$ cat config.mk
export PLATFORM = sky130hd
export DESIGN_NAME = tlv_message_filter_top_flat
export DESIGN_NICKNAME = d
export VERILOG_FILES = /design/src/rtl/tmf_pkg.sv /design/src/rtl/tmf_in_if.sv /design/src/rtl/tmf_out_if.sv /design/src/rtl/tmf_cfg_regs.sv /design/src/rtl/tmf_parser.sv /design/src/rtl/tmf_emitter.sv /design/src/rtl/tlv_message_filter_top.sv /design/src/flat_wrapper.sv
export SDC_FILE = /design/constraint.sdc
export NUM_CORES = 1
export LEC_CHECK = 0
export ABC_AREA = 1
export ABC_CLOCK_PERIOD_IN_PS = 5350
export BUFFER_PORTS_ARGS = -buffer_cell sky130_fd_sc_hd__buf_4
export CAP_MARGIN = 25
export CORE_UTILIZATION = 45
export CTS_CLUSTER_DIAMETER = 50
export DETAILED_ROUTE_END_ITERATION = 8
export SKIP_LAST_GASP = 1
export SLEW_MARGIN = 40
export SYNTH_ARGS = -nofsm -noshare
export SYNTH_HDL_FRONTEND = slang
export SYNTH_SLANG_ARGS = --single-unit
$ cat constraint.sdc
create_clock -name clk -period 5.35 [get_ports clk]
set_input_delay 1.07 -clock clk [delete_from_list [all_inputs] [get_ports clk]]
set_output_delay 1.07 -clock clk [all_outputs]
set_load 0.005 [all_outputs]
$ cat src/rtl/tmf_pkg.sv
`timescale 1ns / 1ps
// ----------------------------------------------------------------------------
// tmf_pkg
// Types, codes and constants shared by the TLV message filter.
// ----------------------------------------------------------------------------
package tmf_pkg;

  // payload bytes allowed per object
  localparam logic [8:0] OUT_LIMIT = 9'd255;

  localparam logic [7:0] PREFIX_B0 = 8'hFB;
  localparam logic [7:0] PREFIX_B1 = 8'h10;

  localparam logic [7:0] RST_DEST_TAG    = 8'd1;
  localparam logic [7:0] RST_TTL_TAG     = 8'd2;
  localparam logic [7:0] RST_DATA_TAG    = 8'd3;
  localparam logic [7:0] RST_DEFAULT_TTL = 8'd3;

  localparam int unsigned CFG_IDX_W = 2;
  localparam logic [CFG_IDX_W-1:0] CFG_DEST_TAG    = 2'd0;
  localparam logic [CFG_IDX_W-1:0] CFG_TTL_TAG     = 2'd1;
  localparam logic [CFG_IDX_W-1:0] CFG_DATA_TAG    = 2'd2;
  localparam logic [CFG_IDX_W-1:0] CFG_DEFAULT_TTL = 2'd3;

  typedef enum logic [2:0] {
    PH_TAG = 3'b001,
    PH_LEN = 3'b010,
    PH_VAL = 3'b100
  } phase_t;

  typedef enum logic [1:0] {
    EK_OTHER = 2'd0,
    EK_DEST  = 2'd1,
    EK_TTL   = 2'd2,
    EK_DATA  = 2'd3
  } elem_kind_t;

  typedef enum logic [1:0] {
    PF_UNDECIDED = 2'd0,
    PF_ACCEPT    = 2'd1,
    PF_REJECT    = 2'd2
  } prefix_t;

  typedef enum logic [1:0] {
    ST_OK       = 2'd0,
    ST_TRUNC    = 2'd1,
    ST_OVERFLOW = 2'd2
  } status_t;

  localparam logic RK_PAYLOAD = 1'b0;
  localparam logic RK_SUMMARY = 1'b1;

  typedef struct packed {
    logic [7:0] dest_tag;
    logic [7:0] ttl_tag;
    logic [7:0] data_tag;
    logic [7:0] default_ttl;
    logic       ttl_load;
  } cfg_t;

  typedef struct packed {
    logic       kind;
    logic [7:0] out_byte;
    logic [7:0] ttl_value;
    logic [7:0] out_length;
    status_t    status;
    logic       last_of_run;
  } result_t;

  localparam int unsigned GRP_SLOTS = 3;

  typedef struct packed {
    logic                    load;
    logic [1:0]              count;
    result_t [GRP_SLOTS-1:0] slot;
  } group_t;

endpackage

$ cat src/rtl/tmf_in_if.sv
`timescale 1ns / 1ps
// ----------------------------------------------------------------------------
// tmf_in_if
// Input byte channel of the TLV message filter.
// ----------------------------------------------------------------------------
interface tmf_in_if;
  logic       valid;
  logic       ready;
  logic [7:0] in_byte;
  logic       end_of_object;

  modport source (output valid, output in_byte, output end_of_object, input ready);
  modport sink   (input valid, input in_byte, input end_of_object, output ready);
endinterface

$ cat src/rtl/tmf_out_if.sv
`timescale 1ns / 1ps
// ----------------------------------------------------------------------------
// tmf_out_if
// Result channel of the TLV message filter.
// ----------------------------------------------------------------------------
interface tmf_out_if;
  logic       valid;
  logic       ready;
  logic       kind;
  logic [7:0] out_byte;
  logic [7:0] ttl_value;
  logic [7:0] out_length;
  logic [1:0] status;
  logic       last_of_run;

  modport source (output valid, output kind, output out_byte, output ttl_value,
                  output out_length, output status, output last_of_run, input ready);
  modport sink   (input valid, input kind, input out_byte, input ttl_value,
                  input out_length, input status, input last_of_run, output ready);
endinterface

$ cat src/rtl/tmf_cfg_regs.sv
`timescale 1ns / 1ps
// ----------------------------------------------------------------------------
// tmf_cfg_regs
// Tag registers with a plain write port; strobe for a default TTL write.
// ----------------------------------------------------------------------------
module tmf_cfg_regs (
  input  logic                          clk,
  input  logic                          rst_n,
  input  logic                          cfg_we,
  input  logic [tmf_pkg::CFG_IDX_W-1:0] cfg_index,
  input  logic [7:0]                    cfg_data,
  output tmf_pkg::cfg_t                 cfg
);

  logic [7:0] dest_tag_r;
  logic [7:0] ttl_tag_r;
  logic [7:0] data_tag_r;

  always_ff @(posedge clk) begin
    if (!rst_n) begin
      dest_tag_r <= tmf_pkg::RST_DEST_TAG;
      ttl_tag_r  <= tmf_pkg::RST_TTL_TAG;
      data_tag_r <= tmf_pkg::RST_DATA_TAG;
    end else if (cfg_we) begin
      case (cfg_index)
        tmf_pkg::CFG_DEST_TAG: dest_tag_r <= cfg_data;
        tmf_pkg::CFG_TTL_TAG:  ttl_tag_r  <= cfg_data;
        tmf_pkg::CFG_DATA_TAG: data_tag_r <= cfg_data;
        default: ;
      endcase
    end
  end

  assign cfg.dest_tag    = dest_tag_r;
  assign cfg.ttl_tag     = ttl_tag_r;
  assign cfg.data_tag    = data_tag_r;
  // write data, taken only together with ttl_load
  assign cfg.default_ttl = cfg_data;
  assign cfg.ttl_load    = cfg_we && (cfg_index == tmf_pkg::CFG_DEFAULT_TTL);

endmodule

$ cat src/rtl/tmf_parser.sv
`timescale 1ns / 1ps
// ----------------------------------------------------------------------------
// tmf_parser
// Input register and per-byte TLV state update; builds the result group.
// ----------------------------------------------------------------------------
module tmf_parser (
  input  logic            clk,
  input  logic            rst_n,
  tmf_in_if.sink          in_ch,
  input  tmf_pkg::cfg_t   cfg,
  input  logic [7:0]      default_ttl,
  input  logic            grp_free,
  output tmf_pkg::group_t grp
);

  logic       in_v_r;
  logic [7:0] byte_r;
  logic       eoo_r;
  logic       process;

  tmf_pkg::phase_t     phase_r, phase_nxt;
  tmf_pkg::elem_kind_t ek_r, ek_nxt;
  tmf_pkg::prefix_t    pf_r, pf_nxt;
  logic [7:0]          bl_r, bl_nxt;
  logic [1:0]          vi_r, vi_nxt;
  logic [7:0]          ttl_r, ttl_nxt;
  logic [7:0]          cnt_r, cnt_nxt;
  logic                ovf_r, ovf_nxt;

  logic [1:0]      want_n;
  logic [1:0]      pay_n;
  logic [7:0]      w0;
  logic [7:0]      w1;
  logic [7:0]      bl_dec;
  logic [8:0]      room;
  tmf_pkg::result_t sum_res;
  tmf_pkg::result_t pay0_res;
  tmf_pkg::result_t pay1_res;
  logic [1:0]      n_res;

  assign process     = in_v_r && grp_free;
  assign in_ch.ready = !in_v_r || process;

  always_ff @(posedge clk) begin
    if (!rst_n) begin
      in_v_r <= 1'b0;
    end else if (in_ch.valid && in_ch.ready) begin
      in_v_r <= 1'b1;
    end else if (process) begin
      in_v_r <= 1'b0;
    end
  end

  always_ff @(posedge clk) begin
    if (in_ch.valid && in_ch.ready) begin
      byte_r <= in_ch.in_byte;
      eoo_r  <= in_ch.end_of_object;
    end
  end

  always_comb begin
    phase_nxt = phase_r;
    ek_nxt    = ek_r;
    pf_nxt    = pf_r;
    bl_nxt    = bl_r;
    vi_nxt    = vi_r;
    ttl_nxt   = ttl_r;
    want_n    = 2'd0;
    w0        = byte_r;
    w1        = tmf_pkg::PREFIX_B1;
    bl_dec    = bl_r - 8'd1;
    case (phase_r)
      tmf_pkg::PH_TAG: begin
        if (byte_r == cfg.dest_tag) begin
          ek_nxt = tmf_pkg::EK_DEST;
        end else if (byte_r == cfg.ttl_tag) begin
          ek_nxt = tmf_pkg::EK_TTL;
        end else if (byte_r == cfg.data_tag) begin
          ek_nxt = tmf_pkg::EK_DATA;
        end else begin
          ek_nxt = tmf_pkg::EK_OTHER;
        end
        phase_nxt = tmf_pkg::PH_LEN;
      end
      tmf_pkg::PH_LEN: begin
        bl_nxt    = byte_r;
        vi_nxt    = 2'd0;
        pf_nxt    = tmf_pkg::PF_UNDECIDED;
        phase_nxt = (byte_r == 8'd0) ? tmf_pkg::PH_TAG : tmf_pkg::PH_VAL;
      end
      tmf_pkg::PH_VAL: begin
        case (ek_r)
          tmf_pkg::EK_DEST: begin
            want_n = 2'd1;
          end
          tmf_pkg::EK_TTL: begin
            if (vi_r == 2'd0) ttl_nxt = byte_r;
          end
          tmf_pkg::EK_DATA: begin
            if (vi_r == 2'd0) begin
              pf_nxt = (byte_r == tmf_pkg::PREFIX_B0) ? tmf_pkg::PF_UNDECIDED
                                                      : tmf_pkg::PF_REJECT;
            end else if (vi_r == 2'd1) begin
              if (pf_r == tmf_pkg::PF_UNDECIDED && byte_r == tmf_pkg::PREFIX_B1) begin
                pf_nxt = tmf_pkg::PF_ACCEPT;
                want_n = 2'd2;
                w0     = tmf_pkg::PREFIX_B0;
              end else begin
                pf_nxt = tmf_pkg::PF_REJECT;
              end
            end else if (pf_r == tmf_pkg::PF_ACCEPT) begin
              want_n = 2'd1;
            end
          end
          default: ;
        endcase
        if (vi_r < 2'd2) vi_nxt = vi_r + 2'd1;
        bl_nxt = bl_dec;
        if (bl_dec == 8'd0) phase_nxt = tmf_pkg::PH_TAG;
      end
      default: ;
    endcase

    // output limit
    room    = tmf_pkg::OUT_LIMIT - {1'b0, cnt_r};
    ovf_nxt = ovf_r;
    if ({7'd0, want_n} > room) begin
      pay_n   = room[1:0];
      ovf_nxt = 1'b1;
    end else begin
      pay_n = want_n;
    end
    cnt_nxt = cnt_r + {6'd0, pay_n};

    sum_res.kind        = tmf_pkg::RK_SUMMARY;
    sum_res.out_byte    = 8'd0;
    sum_res.ttl_value   = ttl_nxt;
    sum_res.out_length  = cnt_nxt;
    sum_res.last_of_run = 1'b0;
    if (phase_nxt != tmf_pkg::PH_TAG) begin
      sum_res.status = tmf_pkg::ST_TRUNC;
    end else if (ovf_nxt) begin
      sum_res.status = tmf_pkg::ST_OVERFLOW;
    end else begin
      sum_res.status = tmf_pkg::ST_OK;
    end

    pay0_res             = '0;
    pay0_res.kind        = tmf_pkg::RK_PAYLOAD;
    pay0_res.out_byte    = w0;
    pay0_res.status      = tmf_pkg::ST_OK;
    pay1_res             = pay0_res;
    pay1_res.out_byte    = w1;

    n_res = pay_n + {1'b0, eoo_r};

    grp.load    = process;
    grp.count   = n_res;
    grp.slot[0] = (pay_n >= 2'd1) ? pay0_res : sum_res;
    grp.slot[1] = (pay_n >= 2'd2) ? pay1_res : sum_res;
    grp.slot[2] = sum_res;
    grp.slot[0].last_of_run = (n_res == 2'd1);
    grp.slot[1].last_of_run = (n_res == 2'd2);
    grp.slot[2].last_of_run = (n_res == 2'd3);

    if (eoo_r) begin
      phase_nxt = tmf_pkg::PH_TAG;
      ek_nxt    = tmf_pkg::EK_OTHER;
      bl_nxt    = 8'd0;
      vi_nxt    = 2'd0;
      pf_nxt    = tmf_pkg::PF_UNDECIDED;
      ttl_nxt   = default_ttl;
      cnt_nxt   = 8'd0;
      ovf_nxt   = 1'b0;
    end
  end

  always_ff @(posedge clk) begin
    if (!rst_n) begin
      phase_r <= tmf_pkg::PH_TAG;
      ek_r    <= tmf_pkg::EK_OTHER;
      pf_r    <= tmf_pkg::PF_UNDECIDED;
      bl_r    <= 8'd0;
      vi_r    <= 2'd0;
      ttl_r   <= tmf_pkg::RST_DEFAULT_TTL;
      cnt_r   <= 8'd0;
      ovf_r   <= 1'b0;
    end else begin
      if (process) begin
        phase_r <= phase_nxt;
        ek_r    <= ek_nxt;
        pf_r    <= pf_nxt;
        bl_r    <= bl_nxt;
        vi_r    <= vi_nxt;
        cnt_r   <= cnt_nxt;
        ovf_r   <= ovf_nxt;
      end
      if (cfg.ttl_load) begin
        ttl_r <= cfg.default_ttl;
      end else if (process) begin
        ttl_r <= ttl_nxt;
      end
    end
  end

`ifndef NO_ASSERTIONS
  a_cnt_limit: assert property (@(posedge clk) disable iff (!rst_n)
    {1'b0, cnt_r} <= tmf_pkg::OUT_LIMIT)
    else $error("payload count past limit");

  a_eoo_restart: assert property (@(posedge clk) disable iff (!rst_n)
    (process && eoo_r) |=> (phase_r == tmf_pkg::PH_TAG && cnt_r == 8'd0 && !ovf_r))
    else $error("object state not restarted after end of object");
`endif

endmodule

$ cat src/rtl/tmf_emitter.sv
`timescale 1ns / 1ps
// ----------------------------------------------------------------------------
// tmf_emitter
// Result group register; sends its results one transfer at a time.
// ----------------------------------------------------------------------------
module tmf_emitter (
  input  logic            clk,
  input  logic            rst_n,
  input  tmf_pkg::group_t grp,
  output logic            grp_free,
  tmf_out_if.source       out_ch
);

  logic                                      valid_r;
  logic [1:0]                                ptr_r;
  logic [1:0]                                cnt_r;
  tmf_pkg::result_t [tmf_pkg::GRP_SLOTS-1:0] slot_r;
  tmf_pkg::result_t                          cur;
  logic                                      last;
  logic                                      xfer;

  assign cur      = slot_r[ptr_r];
  assign last     = (ptr_r == cnt_r - 2'd1);
  assign xfer     = valid_r && out_ch.ready;
  assign grp_free = !valid_r || (out_ch.ready && last);

  always_ff @(posedge clk) begin
    if (!rst_n) begin
      valid_r <= 1'b0;
      ptr_r   <= 2'd0;
      cnt_r   <= 2'd0;
    end else if (grp.load && grp.count != 2'd0) begin
      valid_r <= 1'b1;
      ptr_r   <= 2'd0;
      cnt_r   <= grp.count;
    end else if (xfer) begin
      if (last) begin
        valid_r <= 1'b0;
      end else begin
        ptr_r <= ptr_r + 2'd1;
      end
    end
  end

  always_ff @(posedge clk) begin
    if (grp.load && grp.count != 2'd0) begin
      slot_r <= grp.slot;
    end
  end

  assign out_ch.valid       = valid_r;
  assign out_ch.kind        = cur.kind;
  assign out_ch.out_byte    = cur.out_byte;
  assign out_ch.ttl_value   = cur.ttl_value;
  assign out_ch.out_length  = cur.out_length;
  assign out_ch.status      = cur.status;
  assign out_ch.last_of_run = cur.last_of_run;

`ifndef NO_ASSERTIONS
  a_ptr_range: assert property (@(posedge clk) disable iff (!rst_n)
    valid_r |-> (ptr_r < cnt_r))
    else $error("result pointer past group count");

  a_load_free: assert property (@(posedge clk) disable iff (!rst_n)
    grp.load |-> grp_free)
    else $error("group loaded over pending results");

  a_last_flag: assert property (@(posedge clk) disable iff (!rst_n)
    valid_r |-> (cur.last_of_run == last))
    else $error("last_of_run does not match group end");
`endif

endmodule

$ cat src/rtl/tlv_message_filter_top.sv
`timescale 1ns / 1ps
// ----------------------------------------------------------------------------
// tlv_message_filter_top
// TLV message filter: forwards destination and prefixed data values,
// captures TTL and closes each object with a summary.
// ----------------------------------------------------------------------------
// in_ch carries one byte of the message object per transfer, with
// end_of_object on its final byte. out_ch carries one result per transfer:
// payload bytes (kind 0) and the end-of-object summary (kind 1), with
// last_of_run on the final result caused by an input byte.
// cfg_we/cfg_index/cfg_data write the tag registers and default TTL; write
// only while no byte is in flight.
// A transferred byte is held in the input register; its results are built
// from it combinationally and loaded into the result group register.
// Throughput: one byte per cycle while each byte gives at most one result
// and out_ch is ready; a byte that gives k results holds the single output
// register for k transfers, and bytes with no result do not load it.
// Reset: registers return to dest 1, ttl 2, data 3, default ttl 3; the
// parser expects a tag and the input and result registers are empty.
// Stall: the result group holds; one more byte is taken into the input
// register, after which in_ch.ready drops until the group drains.
// ----------------------------------------------------------------------------
module tlv_message_filter_top (
  input  logic                          clk,
  input  logic                          rst_n,
  tmf_in_if.sink                        in_ch,
  tmf_out_if.source                     out_ch,
  input  logic                          cfg_we,
  input  logic [tmf_pkg::CFG_IDX_W-1:0] cfg_index,
  input  logic [7:0]                    cfg_data
);

  tmf_pkg::cfg_t   cfg;
  tmf_pkg::group_t grp;
  logic            grp_free;
  logic [7:0]      default_ttl_r;

  tmf_cfg_regs u_cfg (
    .clk       (clk),
    .rst_n     (rst_n),
    .cfg_we    (cfg_we),
    .cfg_index (cfg_index),
    .cfg_data  (cfg_data),
    .cfg       (cfg)
  );

  // restart value for ttl at each end of object
  always_ff @(posedge clk) begin
    if (!rst_n) begin
      default_ttl_r <= tmf_pkg::RST_DEFAULT_TTL;
    end else if (cfg.ttl_load) begin
      default_ttl_r <= cfg.default_ttl;
    end
  end

  tmf_parser u_parser (
    .clk         (clk),
    .rst_n       (rst_n),
    .in_ch       (in_ch),
    .cfg         (cfg),
    .default_ttl (default_ttl_r),
    .grp_free    (grp_free),
    .grp         (grp)
  );

  tmf_emitter u_emitter (
    .clk      (clk),
    .rst_n    (rst_n),
    .grp      (grp),
    .grp_free (grp_free),
    .out_ch   (out_ch)
  );

endmodule

$ cat src/flat_wrapper.sv
// flat-port wrapper written by rule: the top's interface ports become plain ports
module tlv_message_filter_top_flat 
  (clk, rst_n, cfg_we, cfg_index, cfg_data, in_ch_valid, in_ch_in_byte, in_ch_end_of_object, in_ch_ready, out_ch_valid, out_ch_kind, out_ch_out_byte, out_ch_ttl_value, out_ch_out_length, out_ch_status, out_ch_last_of_run, out_ch_ready);
  tmf_in_if in_ch_i ();
  tmf_out_if out_ch_i ();
  input  logic clk;
  input  logic rst_n;
  input  logic cfg_we;
  input  logic [tmf_pkg::CFG_IDX_W-1:0] cfg_index;
  input  logic [7:0] cfg_data;
  input wire logic [$bits(in_ch_i.valid)-1:0] in_ch_valid;
  input wire logic [$bits(in_ch_i.in_byte)-1:0] in_ch_in_byte;
  input wire logic [$bits(in_ch_i.end_of_object)-1:0] in_ch_end_of_object;
  output wire logic [$bits(in_ch_i.ready)-1:0] in_ch_ready;
  output wire logic [$bits(out_ch_i.valid)-1:0] out_ch_valid;
  output wire logic [$bits(out_ch_i.kind)-1:0] out_ch_kind;
  output wire logic [$bits(out_ch_i.out_byte)-1:0] out_ch_out_byte;
  output wire logic [$bits(out_ch_i.ttl_value)-1:0] out_ch_ttl_value;
  output wire logic [$bits(out_ch_i.out_length)-1:0] out_ch_out_length;
  output wire logic [$bits(out_ch_i.status)-1:0] out_ch_status;
  output wire logic [$bits(out_ch_i.last_of_run)-1:0] out_ch_last_of_run;
  input wire logic [$bits(out_ch_i.ready)-1:0] out_ch_ready;
  assign in_ch_i.valid = in_ch_valid;
  assign in_ch_i.in_byte = in_ch_in_byte;
  assign in_ch_i.end_of_object = in_ch_end_of_object;
  assign in_ch_ready = in_ch_i.ready;
  assign out_ch_valid = out_ch_i.valid;
  assign out_ch_kind = out_ch_i.kind;
  assign out_ch_out_byte = out_ch_i.out_byte;
  assign out_ch_ttl_value = out_ch_i.ttl_value;
  assign out_ch_out_length = out_ch_i.out_length;
  assign out_ch_status = out_ch_i.status;
  assign out_ch_last_of_run = out_ch_i.last_of_run;
  assign out_ch_i.ready = out_ch_ready;
  tlv_message_filter_top u_core (.clk(clk), .rst_n(rst_n), .in_ch(in_ch_i), .out_ch(out_ch_i), .cfg_we(cfg_we), .cfg_index(cfg_index), .cfg_data(cfg_data));
endmodule
==> results of run 1 <==
## state kept, by name, summed over array words and instances (netlist names)
signal	count
u_core.u_parser.byte_r	8
u_core.u_cfg.dest_tag_r	8
u_core.u_parser.ek_r	2
u_core.u_parser.in_v_r	1
u_core.u_parser.eoo_r	1
u_core.u_parser.pf_r	2
u_core.u_cfg.ttl_tag_r	8
u_core.u_parser.ttl_r	8
u_core.default_ttl_r	8
u_core.u_parser.phase_r	3
u_core.u_emitter.ptr_r	2
u_core.u_parser.ovf_r	1
u_core.u_emitter.slot_r	68
u_core.u_parser.cnt_r	8
u_core.u_parser.vi_r	2
u_core.u_emitter.out_ch.valid	1
u_core.u_cfg.data_tag_r	8
u_core.u_parser.bl_r	8
u_core.u_emitter.cnt_r	2
## final cells by class
class,instances,area share [%]
inverters,93,4.20
repair buffers,59,5.37
flip-flops and latches,149,45.1
multi-input cells,587,35.3
well taps,211,3.17
clock buffers,18,5.28
clock inverters,14,1.55
## worst min-delay path, cell delays in order, from the launching register on
cell and delay (ns):
dfxtp_1 0.31, nand2_1 0.06, nand2_1 0.05
## per-stage QoR
step                cell area, µm²  total power (µW)  util (%)
floorplan                     7200              1460         -
global placement              7720              1540      50.0
detailed placement            7730              1550      50.1
CTS                           8300              2680      53.8
global route                  8320              2760      53.9
finish                        8320              2660      53.9
## placed cells by master, fill, tap and decap left out, types with 4 or more instances in the layout
cell	count
clkbuf_16	17
buf_4	58
ha_1	8
nand2_1	211
o211ai_1	9
nor2_2	15
nand3_1	40
a22oi_1	14
clkinv_4	4
nor3_1	5
inv_1	85
nand4_1	12
or2_2	4
a21oi_1	55
o21ai_0	51
xnor2_1	10
a21boi_0	6
inv_2	7
dfxtp_1	72
xor2_1	13
edfxtp_1	77
nor2_1	103
## metal layers
layer  share of wire [%]  vias to the layer above
met3                 4.1                       32
met1                  44                     2735
met5                   0                        -
met4                 2.3                        0
met2                  50                      131
li1                    -                     2924
## where the power goes
group	internal [µW]	leakage (µW)	switching [µW]	total [µW]
Clock	655	0.000269	486	1140
Combinational	90.8	0.00187	157	248
Sequential	1240	0.00134	32.3	1280
## worst paths after layout
kind	cells after the start	to	slack [ns]	from
max	16	u_core.u_emitter.slot_r[1]$_SDFFCE_PN0P_	1.37	u_core.u_parser.phase_r[1]$_SDFFE_PN0P_
min reg2reg	2	u_core.default_ttl_r[0]$_SDFFE_PN1P_	0.46	u_core.default_ttl_r[0]$_SDFFE_PN1P_
min	2	u_core.default_ttl_r[0]$_SDFFE_PN1P_	0.46	u_core.default_ttl_r[0]$_SDFFE_PN1P_
max reg2reg	16	u_core.u_emitter.slot_r[1]$_SDFFCE_PN0P_	1.37	u_core.u_parser.phase_r[1]$_SDFFE_PN0P_
## cells by family after synthesis
logic type / synth area share, %
AOI/OAI and AO/OA: 11.8
and+or+nand+nor: 24.2
DFF: 52.1
buffers and inverters: 7.44
xor gates and xnor gates: 2.80
adders and majority gates: 1.67
==> impl_results.md, run 1 <==
- Yosys cell types: 43
- Crit end category: flip-flop
- Final wirelength: 17.1 mm
- Yosys top cell area share: between 30% and 40%
- Ordered cell list for the critical path: nor2_1 -> nand2_2 -> inv_2 -> nand3_1 -> ha_1 -> a31o_2 -> o21ai_2 -> nand3_2 -> nand2_4 -> inv_1 -> ha_1 -> inv_1 -> nand3_1 -> nand2_1 -> inv_2 -> buf_4
- GRT Total Usage: 22.0%
- Horizontal die dimension: 128 µm
- Routed vias: 5,822
- Hold_ws: 0.460 ns
- Reg area: 0.00375 mm²
- Vias in the first global route: 5,650
- Routed WL per cell: 15.1 µm
- GPL Wtd Cong: between 0.8 and 0.9
- Largest net degree at the start of global routing: 39
- CTS tree: built
- CTS Hold Bufs: 0
- Layout cell share with drive strength beyond 1: about 15%
- Post-DRT Antenna Nets: 0
- Final std cells w/o fill: 1,131
- CTS Sinks: 149
- Sequential share of the synthesized area: 52.1%
- Main synth FF type: edfxtp_1
- Half-perimeter wire length after placement: between 10 and 15 mm
- Period utilization: 74.3%
- Met2 GRT Util: about two fifths
- Postcts setup bufs: 0
- Max Fclk: 0.251 GHz
- Placed instance count: 1,098
- GRT overflow: 0
- Rows: 45
- Clock latency on the worst-skew pair: 0.43 ns
- RSZ-0062 raised after global routing: false
- Clk slew on worst S/H paths: about 0.06 ns
- Synth-to-Final Area Change: 15.6%
- Worst path arrival time: 4.07 ns
- Num CTS Buffers: 17
- Port bufs: 53
- DRC: 0
- Met3 Resource Use GR: 4.16%
- Multi-input gate area: between 0.002 and 0.003 mm²
- Ports: 54
- Buf+Inv Stages, Crit Path: 5
- Avg Inst Size Synth: between 8 and 9 µm²
- Top-count cell post-synth: nand2_1
- Router iterations before antenna repair: 5
- Number of diodes: 0
- Clock root cell: clkbuf_16
- Synth top area cells: edfxtp_1, dfxtp_1, nand2_1, nor2_1, inv_1
- Clock buffer depth: 2
- Final min period: 3.98 ns
- Grt met1 use: between 20% and 30%
- Crit start category: flip-flop
- Static leakage: roughly 0.0035 µW
- Synthesized instance count: 866
- Largest stage delay on the critical path: between 0.4 and 0.5 ns
- CORE AREA: 0.0154 mm²
- Final Hold Vio Count: 0
- Fin nets: 940
- Worst clock skew: 0.00687 ns
- Post-cts sizing count: 0
- Flops & latches, synth: 149
- Drt via density: 5.15
- Synth top cells by count: nand2_1, nor2_1, inv_1
- Power Dens Cells: 320 mW/mm²
- YS warnings: 0
- Max_cap viols: 0
- CP Class: flip-flop to flip-flop
- Setup violators final: 0
- DIE AREA: 0.0165 mm²
- Relative slew slack: 50.9%
- CP top delay family: buffers and inverters
- First-pass GRT wire length: about 28 mm
- Die Ht: 128 µm
- Worst Hold Class: flip-flop to flip-flop
- Biggest area consumer among synthesized cells: edfxtp_1
- Gr busiest metal: met2
- Post-synthesis net count: about 900
- Initial antenna violation count: 0
- Number of enable flip-flop cells after synthesis: 77
- Max Slew Vio Count: 0
- Peak supply drop: 0.204 mV
- Status: finished, final reports clean
- Crit-path max FO: 31
- Async set-or-reset flop fraction in the synthesized netlist: 0%
- Worst Path Required: between 5 and 6 ns
- CP max-delay cell: inv_2
- Worst-Margin Slew: 0.729 ns
- Initial cell density of the core: 46.7%
- # fillers: 1,488
- Final WS setup: about 1.4 ns
- Post-place setup slack: 1.37 ns
- Setup TNS: 0 ns
- Netlist Area Pre-Place: just over 0.007 mm²
- First-iteration detailed-routing DRC count: 379
- H-tree levels: 4
Note: power is estimated with default switching activity, not from simulation.
==> run 2, diff against run 1 <==
- ABC_CLOCK_PERIOD_IN_PS: 5350 -> 3600
- clock period: 5.35 -> 3.6 ns (I/O delays scaled with it)
==> impl_results.md, run 2 (synthesis results as in run 1) <==
- Status: finished, final reports clean
- DIE AREA: 0.0165 mm² (unchanged)
- Setup violators final: 0 (unchanged)
- Layout cell share with drive strength beyond 1: 16.2% (+1.4 points)
- Post-place setup slack: 0.0789 ns (-1.29 ns)
- CP Class: flip-flop to flip-flop
- Drt via density: 5.16 (+0.31%)
- Worst flop-to-flop path endpoint: u_core.u_emitter.slot_r[37]$_SDFFCE_PN0P_
- Worst Path Required: 3.77 ns (-1.67 ns)
- First-iteration detailed-routing DRC count: 402 (+6.1%)
- Ordered cell list for the critical path: inv_1 -> ha_1 -> nor2_2 -> nand3_1 -> nand2_1 -> nand3_1 -> ha_1 -> a31o_2 -> o21ai_2 -> nand2_2 -> nand2_2 -> nand2_4 -> inv_2 -> ha_1 -> inv_1 -> fa_2 -> nor2_4 -> nand3_2 -> xor2_2 -> inv_1 -> nor2_1
- Post-layout util: 54.8% (+0.87 points)
- Initial cell density of the core: 46.7% (unchanged)
- GRT Total Usage: 22.3% (+0.24 points)
- CP Launch Point: u_core.u_parser.vi_r[1]$_SDFFE_PN0P_
- Worst R2R Start: u_core.u_parser.vi_r[1]$_SDFFE_PN0P_
- Final min period: 3.38 ns (-0.596 ns)
- Clock buffer depth: 2 (unchanged)
- Most common library cell in the layout ignoring fill and taps: nand2_1
- Postcts setup bufs: 0 (unchanged)
- Worst path arrival time: 3.56 ns (-0.51 ns)
- Router iterations before antenna repair: 5 (unchanged)
- Post-cts sizing count: 0 (unchanged)
- Top reg by flops: u_core.u_emitter.slot_r
- Routed WL per cell: 15.1 µm (+0.17%)
- Met2 routed WL: 8.71 mm (+2.4%)
- CP top delay family: adder cells
- Routed vias: 5,897 (+1.3%)
- CP max-delay cell: fa_2
- Worst setup path end: u_core.u_emitter.slot_r[37]$_SDFFCE_PN0P_
- Max_cap viols: 0 (unchanged)
- Synth-to-Final Area Change: 17.4%
- GRT overflow: 0 (unchanged)
- CTS tree: built
- Vias in the first global route: 5,783 (+2.4%)
- Num CTS Buffers: 17 (unchanged)
- Reg area: 0.00375 mm² (about the same)
- Max Fclk: 0.296 GHz (+18%)
- Half-perimeter wire length after placement: 11.8 mm (-0.58%)
- Clk slew on worst S/H paths: 0.06 ns (about the same)
- Number of diodes: 0 (unchanged)
- Die Ht: 128 µm (unchanged)
- Max layer used: met4
- Met3 Wirelength: 657 µm (-5.9%)
- First-pass GRT wire length: 27.9 mm (+1.3%)
- Crit-path max FO: 10 (-68%)
- M1 WL: 7.53 mm (+0.86%)
- Worst Hold Class: flip-flop to flip-flop
- Placed Area: 0.00783 mm² (+1.3%)
- Max reg flops: 68 (unchanged)
- Hold_ws: 0.453 ns (-0.00651 ns)
- Fin nets: 951 (+1.2%)
- Most used cells in the layout excluding fill and tap cells: nand2_1, nor2_1, inv_1, edfxtp_1, dfxtp_1
- Worst-Margin Slew: 0.734 ns (+0.00459 ns)
- Worst clock skew: 0.00873 ns (+0.00186 ns)
- Post-DRT Antenna Nets: 0 (unchanged)
- Relative slew slack: 50.5% (-0.31 points)
- H-tree levels: 4 (unchanged)
- Rows: 45 (unchanged)
- Largest stage delay on the critical path: 0.37 ns (-0.11 ns)
- CORE AREA: 0.0154 mm² (unchanged)
- Clock root cell: clkbuf_16
- Reg2Reg Depth: 21 (+5)
- Initial antenna violation count: 0 (unchanged)
- Max Slew Vio Count: 0 (unchanged)
- Horizontal die dimension: 128 µm (unchanged)
- Crit end category: flip-flop
- Static leakage: 0.00355 µW (+1.9%)
- CTS Hold Bufs: 0 (unchanged)
- Multi-input gate area: 0.00296 mm² (+0.60%)
- Buf+Inv Stages, Crit Path: 4 (-1)
- DRC: 0 (unchanged)
- Clock latency on the worst-skew pair: 0.43 ns (about the same)
- CTS Sinks: 149 (unchanged)
- Largest net degree at the start of global routing: 62 (+59%)
- GPL Wtd Cong: 0.866 (-2.4%)
- Ports: 54 (unchanged)
- Cell count along the critical path: 21 (+5)
- Port bufs: 53 (unchanged)
- Final wirelength: 17.3 mm (+1.1%)
- Final Hold Vio Count: 0 (unchanged)
- Peak supply drop: 0.312 mV (+53%)
- Power Dens Cells: 476 mW/mm² (+49%)
- # fillers: 1,463 (-1.7%)
- Cell area after layout: 0.00845 mm² (+1.6%)
- Crit start category: flip-flop
- Final WS setup: 0.219 ns (-1.15 ns)
- Period utilization: 93.9% (+20 points)
- R2R setup slack: 0.22 ns (-1.15 ns)
[run 2: how the worst min path moves through the flow]
stage                                                     from                                    to  slack (ns)  cells past startpoint
after floorplan           u_core.default_ttl_r[0]$_SDFFE_PN1P_  u_core.default_ttl_r[0]$_SDFFE_PN1P_        0.43                      2
after global placement    u_core.default_ttl_r[0]$_SDFFE_PN1P_  u_core.default_ttl_r[0]$_SDFFE_PN1P_        0.44                      2
after detailed placement  u_core.default_ttl_r[0]$_SDFFE_PN1P_  u_core.default_ttl_r[0]$_SDFFE_PN1P_        0.44                      2
after CTS                                     in_ch_in_byte[3]   u_core.u_parser.byte_r[3]$_DFFE_PP_        0.45                      1
after global routing                          in_ch_in_byte[4]   u_core.u_parser.byte_r[4]$_DFFE_PP_        0.45                      1
final                     u_core.default_ttl_r[0]$_SDFFE_PN1P_  u_core.default_ttl_r[0]$_SDFFE_PN1P_        0.45                      2
[run 2: layout make-up]
type | instances | area share [%]
Inverter | 93 | 4.17
Sequential cell | 149 | 44.4
Tap cell | 211 | 3.12
Timing Repair Buffer | 70 | 6.45
Clock inverter | 9 | 1.21
Clock buffer | 23 | 5.65
Multi-Input combinational cell | 587 | 35.0
[run 2: where the power goes]
group | switching (µW) | internal [µW] | leakage [µW]
Sequential | 39.7 | 1850 | 0.00134
Combinational | 242 | 144 | 0.00192
Clock | 676 | 1070 | 0.000287
[run 2: through the flow]
step / instances / setup TNS, ns / total power (µW)
6_report: 1142 / 0 / 4020
5_1_grt: 1142 / -0.0451 / 4180
4_1_cts: 1141 / 0 / 4050
3_5_place_dp: 1109 / 0 / 2310
3_3_place_gp: 1109 / 0 / 2300
2_1_floorplan: 866 / 0 / 2170
[run 2: metal layers]
layer  GRT usage (%)  vias up
li1                -     2935
met1            26.6     2773
met2            38.6      159
met3            3.78       30
met4            11.3        0
met5               0        -
[run 2: worst reg2reg max path: cells and delay by family (launching register included)]
kind            cells  cell delay, ns
fa+ha+maj           4            1.04
simple gates       10            0.94
flops               1            0.33
compound gates      2            0.33
buf+inv             4            0.32
xor+xnor            1            0.18
